--- src/hdl/assert_macros.svh ---
// Assertion macros shared by the heading block.
`ifndef ASSERT_MACROS_SVH
`define ASSERT_MACROS_SVH

// Check on every clock edge outside reset.
`define MHS_ASSERT(name, prop, msg) \
	name: assert property (@(posedge clk) disable iff (!arst_n) prop) else $error(msg);

// Check on every clock edge, reset included.
`define MHS_ASSERT_NR(name, prop, msg) \
	name: assert property (@(posedge clk) prop) else $error(msg);

`endif

--- src/hdl/mhs_pkg.sv ---
// Types, constants and helper functions for the compass heading block.
package mhs_pkg;

	localparam int SAMPLE_BITS   = 16;
	localparam int CORDIC_STAGES = 16;
	localparam int GUARD_BITS    = 8;
	localparam int TABLE_LEN     = 24;
	localparam int CORDIC_ITERS  = (CORDIC_STAGES < TABLE_LEN) ? CORDIC_STAGES : TABLE_LEN;

	// vector length grows by sqrt(2) times the CORDIC gain; three bits of headroom
	localparam int XY_W  = SAMPLE_BITS + GUARD_BITS + 3;
	localparam int ANG_W = 25;
	localparam int RAW_W = 17;
	localparam int HDG_W = 18;

	localparam int FULL_TURN     = 36000;
	localparam int SECTOR_WIDTH  = 2250;
	localparam int SECTOR_HALF   = 1125;
	localparam int SECTOR_COUNT  = 16;
	localparam int QUARTER_UNITS = 2304000;
	localparam int ROUND_HALF    = 128;
	localparam int DECL_RESET    = 1142;

	typedef logic signed [XY_W-1:0]  xy_t;
	typedef logic signed [ANG_W-1:0] ang_t;
	typedef logic signed [RAW_W-1:0] raw_t;
	typedef logic signed [HDG_W-1:0] hdg_t;

	// atan(2^-i) in units of 1/25600 degree
	localparam ang_t ATAN_UNITS [TABLE_LEN] = '{
		ang_t'(1152000), ang_t'(680065), ang_t'(359328), ang_t'(182400),
		ang_t'(91554),   ang_t'(45822),  ang_t'(22916),  ang_t'(11459),
		ang_t'(5730),    ang_t'(2865),   ang_t'(1432),   ang_t'(716),
		ang_t'(358),     ang_t'(179),    ang_t'(90),     ang_t'(45),
		ang_t'(22),      ang_t'(11),     ang_t'(6),      ang_t'(3),
		ang_t'(1),       ang_t'(1),      ang_t'(0),      ang_t'(0)
	};

	typedef struct packed {
		logic signed [15:0] mag_x;
		logic signed [15:0] mag_y;
	} mag_word_t;

	typedef struct packed {
		logic [15:0] heading_centideg;
		logic [3:0]  compass_sector;
	} heading_word_t;

	typedef struct packed {
		logic zero;
		xy_t  x;
		xy_t  y;
		ang_t ang;
	} cordic_word_t;

	// Count the sector boundaries at or below h; the boundary at 348.75 deg wraps to N.
	function automatic logic [3:0] sector_of(logic [15:0] h);
		logic [4:0] cnt;
		cnt = '0;
		for (int k = 1; k <= SECTOR_COUNT; k++) begin
			if ({1'b0, h} >= 17'(k * SECTOR_WIDTH - SECTOR_HALF)) begin
				cnt = cnt + 5'd1;
			end
		end
		return cnt[3:0];
	endfunction

endpackage

--- src/hdl/mhs_prerot.sv ---
// Input stage: guard scaling, quadrant pre-rotation and zero-vector detect.
module mhs_prerot
	import mhs_pkg::*;
(
	input  logic         clk,
	input  logic         arst_n,
	input  logic         nxt_en,
	input  logic         in_vld,
	input  mag_word_t    in_word,
	output logic         adv,
	output logic         out_vld,
	output cordic_word_t out_word
);

	logic signed [SAMPLE_BITS-1:0] sx;
	logic signed [SAMPLE_BITS-1:0] sy;
	xy_t                           gx;
	xy_t                           gy;
	cordic_word_t                  pre;
	logic                          vld_s1;
	cordic_word_t                  word_s1;

	assign sx = in_word.mag_x[SAMPLE_BITS-1:0];
	assign sy = in_word.mag_y[SAMPLE_BITS-1:0];
	assign gx = xy_t'(sx) <<< GUARD_BITS;
	assign gy = xy_t'(sy) <<< GUARD_BITS;

	// rotate the left half-plane into the right one
	always_comb begin
		pre.zero = (sx == '0) && (sy == '0);
		pre.x    = gx;
		pre.y    = gy;
		pre.ang  = '0;
		if (gx < 0) begin
			if (gy >= 0) begin
				pre.x   = gy;
				pre.y   = -gx;
				pre.ang = ang_t'(QUARTER_UNITS);
			end else begin
				pre.x   = -gy;
				pre.y   = gx;
				pre.ang = -ang_t'(QUARTER_UNITS);
			end
		end
	end

	assign adv = !vld_s1 || nxt_en;

	always_ff @(posedge clk or negedge arst_n) begin
		if (!arst_n) begin
			vld_s1 <= 1'b0;
		end else if (adv) begin
			vld_s1 <= in_vld;
		end
	end

	always_ff @(posedge clk) begin
		if (adv) begin
			word_s1 <= pre;
		end
	end

	assign out_vld  = vld_s1;
	assign out_word = word_s1;

endmodule

--- src/hdl/mhs_cordic.sv ---
// Unrolled vectoring CORDIC, one micro-rotation per pipeline stage.
module mhs_cordic
	import mhs_pkg::*;
(
	input  logic         clk,
	input  logic         arst_n,
	input  logic         nxt_en,
	input  logic         in_vld,
	input  cordic_word_t in_word,
	output logic         adv,
	output logic         out_vld,
	output cordic_word_t out_word
);

	logic         vld_s  [CORDIC_ITERS];
	cordic_word_t word_s [CORDIC_ITERS];
	logic         src_vld [CORDIC_ITERS+1];
	cordic_word_t src     [CORDIC_ITERS+1];
	logic         en      [CORDIC_ITERS+1];

	assign src_vld[0] = in_vld;
	assign src[0]     = in_word;
	assign en[CORDIC_ITERS] = nxt_en;

	for (genvar i = 0; i < CORDIC_ITERS; i++) begin : g_iter
		xy_t          dx;
		xy_t          dy;
		cordic_word_t nw;

		assign dx = src[i].y >>> i;
		assign dy = src[i].x >>> i;

		// drive y toward zero; both updates use the old x and y
		always_comb begin
			nw = src[i];
			if (!src[i].y[XY_W-1]) begin
				nw.x   = src[i].x + dx;
				nw.y   = src[i].y - dy;
				nw.ang = src[i].ang + ATAN_UNITS[i];
			end else begin
				nw.x   = src[i].x - dx;
				nw.y   = src[i].y + dy;
				nw.ang = src[i].ang - ATAN_UNITS[i];
			end
		end

		assign en[i] = !vld_s[i] || en[i+1];

		always_ff @(posedge clk or negedge arst_n) begin
			if (!arst_n) begin
				vld_s[i] <= 1'b0;
			end else if (en[i]) begin
				vld_s[i] <= src_vld[i];
			end
		end

		always_ff @(posedge clk) begin
			if (en[i]) begin
				word_s[i] <= nw;
			end
		end

		assign src_vld[i+1] = vld_s[i];
		assign src[i+1]     = word_s[i];
	end

	assign adv      = en[0];
	assign out_vld  = src_vld[CORDIC_ITERS];
	assign out_word = src[CORDIC_ITERS];

endmodule

--- src/hdl/mhs_wrap.sv ---
// Rounding, declination add and wrap of the heading into one turn.
module mhs_wrap
	import mhs_pkg::*;
(
	input  logic               clk,
	input  logic               arst_n,
	input  logic               nxt_en,
	input  logic               in_vld,
	input  cordic_word_t       in_word,
	input  logic signed [15:0] decl,
	output logic               adv,
	output logic               out_vld,
	output logic [15:0]        out_hdg
);

	ang_t        rnd;
	ang_t        rsh;
	raw_t        raw;
	hdg_t        sum;
	hdg_t        wrapped;
	logic        en1;
	logic        en2;
	logic        vld_s1;
	hdg_t        sum_s1;
	logic        vld_s2;
	logic [15:0] hdg_s2;

	// round to nearest centidegree, halves up
	always_comb begin
		rnd = in_word.ang + ang_t'(ROUND_HALF);
		rsh = rnd >>> GUARD_BITS;
		raw = in_word.zero ? '0 : rsh[RAW_W-1:0];
		sum = hdg_t'(raw) + hdg_t'(decl);
	end

	always_comb begin
		if (sum_s1 < -hdg_t'(FULL_TURN)) begin
			wrapped = sum_s1 + hdg_t'(2 * FULL_TURN);
		end else if (sum_s1 < 0) begin
			wrapped = sum_s1 + hdg_t'(FULL_TURN);
		end else if (sum_s1 >= hdg_t'(FULL_TURN)) begin
			wrapped = sum_s1 - hdg_t'(FULL_TURN);
		end else begin
			wrapped = sum_s1;
		end
	end

	assign en2 = !vld_s2 || nxt_en;
	assign en1 = !vld_s1 || en2;

	always_ff @(posedge clk or negedge arst_n) begin
		if (!arst_n) begin
			vld_s1 <= 1'b0;
			vld_s2 <= 1'b0;
		end else begin
			if (en1) begin
				vld_s1 <= in_vld;
			end
			if (en2) begin
				vld_s2 <= vld_s1;
			end
		end
	end

	always_ff @(posedge clk) begin
		if (en1) begin
			sum_s1 <= sum;
		end
		if (en2) begin
			hdg_s2 <= wrapped[15:0];
		end
	end

	assign adv     = en1;
	assign out_vld = vld_s2;
	assign out_hdg = hdg_s2;

endmodule

--- src/hdl/magnetometer_heading_sector_top.sv ---
// Top level of the compass heading block: register, pipeline chain and output stage.
//
//   Channel   Dir  Handshake                 Word
//   in        in   in_valid / in_stall       mag_word_t: mag_x, mag_y
//   out       out  out_valid / out_stall     heading_word_t: heading_centideg, compass_sector
//   decl      in   decl_we                   signed 16-bit declination, centidegrees
//
// One word enters per cycle while in_stall is low. The stages, in order, are the
// pre-rotation, one stage per CORDIC micro-rotation, round plus declination, wrap, and
// the output register that also looks up the sector.
// Every stage carries its own valid bit and loads whenever it is empty or the stage after
// it moves, so bubbles close up under a stall and a new word is taken while a result waits.
// Reset clears all valid bits and loads the declination with 11.42 degrees.
`include "assert_macros.svh"

module magnetometer_heading_sector_top
	import mhs_pkg::*;
(
	input  logic               clk,
	input  logic               arst_n,
	input  logic               in_valid,
	output logic               in_stall,
	input  mag_word_t          in_word,
	output logic               out_valid,
	input  logic               out_stall,
	output heading_word_t      out_word,
	input  logic               decl_we,
	input  logic signed [15:0] decl_wdata
);

	logic signed [15:0] decl_q;

	logic          pre_adv;
	logic          pre_vld;
	cordic_word_t  pre_word;
	logic          cor_adv;
	logic          cor_vld;
	cordic_word_t  cor_word;
	logic          wrp_adv;
	logic          wrp_vld;
	logic [15:0]   wrp_hdg;

	logic          out_en;
	logic          out_valid_s;
	heading_word_t out_word_s;

	// Declination register; the user must write it only while the pipeline is drained (not enforced here).
	always_ff @(posedge clk or negedge arst_n) begin
		if (!arst_n) begin
			decl_q <= 16'(DECL_RESET);
		end else if (decl_we) begin
			decl_q <= decl_wdata;
		end
	end

	mhs_prerot u_prerot (
		.clk      (clk),
		.arst_n   (arst_n),
		.nxt_en   (cor_adv),
		.in_vld   (in_valid),
		.in_word  (in_word),
		.adv      (pre_adv),
		.out_vld  (pre_vld),
		.out_word (pre_word)
	);

	mhs_cordic u_cordic (
		.clk      (clk),
		.arst_n   (arst_n),
		.nxt_en   (wrp_adv),
		.in_vld   (pre_vld),
		.in_word  (pre_word),
		.adv      (cor_adv),
		.out_vld  (cor_vld),
		.out_word (cor_word)
	);

	mhs_wrap u_wrap (
		.clk     (clk),
		.arst_n  (arst_n),
		.nxt_en  (out_en),
		.in_vld  (cor_vld),
		.in_word (cor_word),
		.decl    (decl_q),
		.adv     (wrp_adv),
		.out_vld (wrp_vld),
		.out_hdg (wrp_hdg)
	);

	// Output stage: advance when empty or when the sink takes the held word.
	assign out_en = !out_valid_s || !out_stall;

	always_ff @(posedge clk or negedge arst_n) begin
		if (!arst_n) begin
			out_valid_s <= 1'b0;
		end else if (out_en) begin
			out_valid_s <= wrp_vld;
		end
	end

	always_ff @(posedge clk) begin
		if (out_en) begin
			out_word_s.heading_centideg <= wrp_hdg;
			out_word_s.compass_sector   <= sector_of(wrp_hdg);
		end
	end

	// Hold off the source only when the whole chain is full behind a stalled sink.
	assign in_stall  = !pre_adv;
	assign out_valid = out_valid_s;
	assign out_word  = out_word_s;

	`MHS_ASSERT(a_stall_from_sink, in_stall |-> (out_valid && out_stall), "input stalled without a stalled result")
	`MHS_ASSERT(a_heading_range, out_valid |-> (out_word.heading_centideg < 16'(FULL_TURN)), "heading outside one turn")
	`MHS_ASSERT_NR(a_decl_reset, $rose(arst_n) |-> (decl_q == 16'(DECL_RESET)), "declination not at reset value")

endmodule

--- config.mk ---
export PLATFORM = sky130hd
export DESIGN_NAME = magnetometer_heading_sector_top
export DESIGN_NICKNAME = d
export VERILOG_FILES = /design/src/hdl/mhs_pkg.sv /design/src/hdl/mhs_prerot.sv /design/src/hdl/mhs_cordic.sv /design/src/hdl/mhs_wrap.sv /design/src/hdl/magnetometer_heading_sector_top.sv
export VERILOG_INCLUDE_DIRS = /design/src /design/src/hdl
export SDC_FILE = /design/constraint.sdc
export NUM_CORES = 2
export LEC_CHECK = 0
export ABC_AREA = 1
export BUFFER_PORTS_ARGS = -buffer_cell sky130_fd_sc_hd__buf_2
export CAP_MARGIN = 40
export CORE_AREA = 2 2 329 413
export DETAILED_ROUTE_END_ITERATION = 6
export DIE_AREA = 0 0 331 415
export GPL_TIMING_DRIVEN = 0
export PLACE_DENSITY = 0.93
export SKIP_CTS_REPAIR_TIMING = 1
export SYNTH_ARGS = -nofsm -noshare
export SYNTH_HDL_FRONTEND = slang
export SYNTH_SLANG_ARGS = --single-unit
--- constraint.sdc ---
create_clock -name clk -period 28.6 [get_ports clk]
set_clock_uncertainty 0.1 [all_clocks]
set_input_delay 2.86 -clock clk [delete_from_list [all_inputs] [get_ports clk]]
set_output_delay 2.86 -clock clk [all_outputs]
set_load 0.02 [all_outputs]
==> impl_metrics.yaml <==
yosys:
  netlist-cell-type-count: 71
  synth_edf_count: 1159
  avg_cell_area_syn_um2: 8.99
  proportion_of_netlist_area_held_by_the_largest_area_contributor_pct: 37.5
  ys_dominant_reg_cell: "edfxtp_1"
  synth.yosys.warnings: 0
  netlist_top_cells_count: "nand2_1, edfxtp_1, a21oi_1, inv_1, ha_1"
  postSynthRegisterBits: 1195
  syn_area_mm2: 0.0928
  synth_seq_area_share_pct: 38.5
  syn-instance-count: 10300
  library_cell_with_the_largest_summed_area_after_synthesis: "edfxtp_1"
  ys_async_sr_fraction_pct: 3.01
  synthMostInstantiatedCell: "nand2_1"
  synth.top_cells.by_area: "edfxtp_1, ha_1, xor2_1"
sta:
  post-route-min-period_ns: 13.58
  rsz_0062_raised_after_global_routing: "false"
  final-max-slew-violation-count: 0
  finalSetupViolations: 0
  post-route-period-util_pct: 47.5
  max_slew_margin_pct: 36.1
  hold-worst-slack_ns: 0.325
  worst-slew-pin-transition_ns: 0.959
  finalWorstSetupSlack_ns: 15.02
  tns_ns: 0
  hold_viol_final: 0
  achievable-frequency_mhz: 73.6
clock_tree:
  cts_made_buffers: 118
  clock-sinks: 1195
  ctsRootBufferMaster: "clkbuf_16"
  cts.reportedPaths.clkPinSlew_ns: 0.07
  cts_buffer_depth: 3
  tritoncts: "yes"
  clk-insertion-delay-late_ns: 0.77
  clock_tree.htree_level_count: 3
placement:
  placed_area_mm2: 0.0961
  globalplace.congestion: 1.02
  place.detailed.hpwl_mm: 185
  pre_cts_slack_ns: 15.08
  placement.io_buffers: 72
routing:
  drc: 0
  detailroute.via_count: 76100
  postRouteWirelength_mm: 241
  drt.antenna.violating_nets: 0
  drt-wirelength-per-cell_um: 19.4
  route.detailed.vias_per_inst: 6.13
  drt_first_pass_iters: 6
  dr.first_iter.drc_count: 6596
setup_path:
  arrival_ns: 10.62
  crit_path_top_delay_cell: "nand2_2"
  worst_setup_path_end_kind: "output pin"
  cp-start-kind: "input pin"
  crit_fanout: 38
  cpMostUsedCell: "nor2_2"
  timing_worst_setup_path_type: "in -> out"
  worstPathRequired_ns: 25.64
  critical-path-max-stage-delay_ns: 0.55
floorplanning:
  die_y_um: 415
  design.die.area_mm2: 0.137
  initial_standard_cell_utilization_of_the_core_pct: 69.7
  core.rowCount: 150
  num_io_pins: 75
  die_w_um: 331
  core_area_mm2: 0.133
global_routing:
  track_usage_pct: 34.6
  global_route.overflow_total: 0
  maximum_number_of_pins_on_one_net_before_global_route_repair: 79
  grt_antenna_before_repair: 7
  grt_pass1_vias: 76700
  grt_pass1_wl_mm: 381
final_layout:
  flow.area_growth_from_synthesis_pct: 7.81
  design.final.nets: 11700
  post_route_cells_drive_above_1_share_pct: 4.30
  finalInstanceArea_mm2: 0.100
min_path:
  hold_class: "reg -> reg"
job:
  max_cap_violations: 0
run_status:
  run_status: "completed"
[per-layer routing]
layer  vias to the layer above  wire [um]  share of wire (%)  GRT usage, %
met1                     35500      82500                 34          35.0
li1                      36100          -                  -             -
met4                        12      20600                8.6          26.0
met2                      3306     124000                 51          63.3
met5                         -         88              0.037             0
met3                      1169      13800                5.7          5.27
[cells by family (layout without fill, tap and decap cells)]
group	Yosys count	after routing	synth area share, %
other	1	4	0.00404
and+or+nand+nor	3207	3207	14.7
AOI/OAI and AO/OA	2054	2054	12.2
muxes	18	18	0.214
adders and majority gates	1137	1137	15.6
DFF	1195	1195	38.5
buffers and inverters	1269	1599	5.14
xor gates and xnor gates	1450	1450	13.7
[worst paths after layout]
| check | from | to | slack [ns] | cells past startpoint |
|---|---|---|---|---|
| max | out_stall | in_stall | 15.02 | 39 |
| min | u_cordic.word_s[1][82] | u_cordic.word_s[1][162] | 0.32 | 0 |
| min reg2reg | u_cordic.word_s[1][82] | u_cordic.word_s[1][162] | 0.32 | 0 |
| max reg2reg | u_wrap.out_hdg[13] | out_word[1] | 19.87 | 49 |
| max in group asynchronous | arst_n | decl_q[10] | 25.97 | 2 |
| min in group asynchronous | arst_n | decl_q[7] | 1.87 | 1 |
[through the flow]
stage                     instances  utilization [%]
final                         12400             75.1
after global routing          12400             75.1
after CTS                     12400             75.1
after detailed placement      12200             72.1
after global placement        12200             71.6
after floorplan               10300                -
[critical path, delay by kind of cell]
family | cells | cell delay, ns
buf+inv | 19 | 5.16
simple gates | 20 | 2.48
[cell type report]
| cell class | instances | area (um2) |
|---|---|---|
| Multi-Input combinational cell | 7869 | 52400 |
| Sequential cell | 1195 | 35700 |
| Fill cell | 8758 | 33200 |
| Inverter | 1151 | 4350 |
| Clock buffer | 152 | 3240 |
| Tap cell | 1748 | 2190 |
| Timing Repair Buffer | 106 | 1050 |
| Clock inverter | 72 | 741 |
| Buffer | 118 | 453 |
| Antenna cell | 1 | 2.50 |
[cell usage in the layout (no fill, tap or decap), drive strengths merged, types with 4 or more instances in the layout]
| cell | instances |
|---|---|
| nand2 | 1539 |
| edfxtp | 1159 |
| a21oi | 1152 |
| inv | 1152 |
| ha | 1098 |
| xor2 | 1049 |
| nor2 | 835 |
| o21ai | 504 |
| xnor2 | 401 |
| nand3 | 397 |
| clkbuf | 254 |
| nor3 | 220 |
| buf | 121 |
| o21bai | 96 |
| nand4 | 80 |
| nor4 | 55 |
| a31oi | 55 |
| a21o | 54 |
| clkinv | 54 |
| or2 | 42 |
| fa | 39 |
| o31ai | 35 |
| a211oi | 32 |
| o211ai | 31 |
| dfrtp | 30 |
| o21a | 27 |
| mux2 | 15 |
| o221ai | 14 |
| nand3b | 12 |
| bufinv | 12 |
| a21boi | 12 |
| a221oi | 11 |
| and3 | 9 |
| nor3b | 6 |
| or4 | 6 |
| dfstp | 6 |
| a31o | 5 |
| clkinvlp | 5 |
| a41oi | 4 |
| and2 | 4 |
[flip-flops by register name (all words and copies together) (netlist names)]
signal	count
u_cordic.out_vld	1
u_prerot.out_vld	1
u_cordic.src_vld	15
out_word	20
u_cordic.word_s	1063
u_wrap.out_vld	1
decl_q	16
out_valid	1
u_prerot.out_word	42
u_wrap.vld_s1	1
u_wrap.out_hdg	16
u_wrap.sum_s1	18
Power is left out: the tool's default activity adds up to more than one toggle a clock period on the data nets, which glitch-free logic cannot reach.
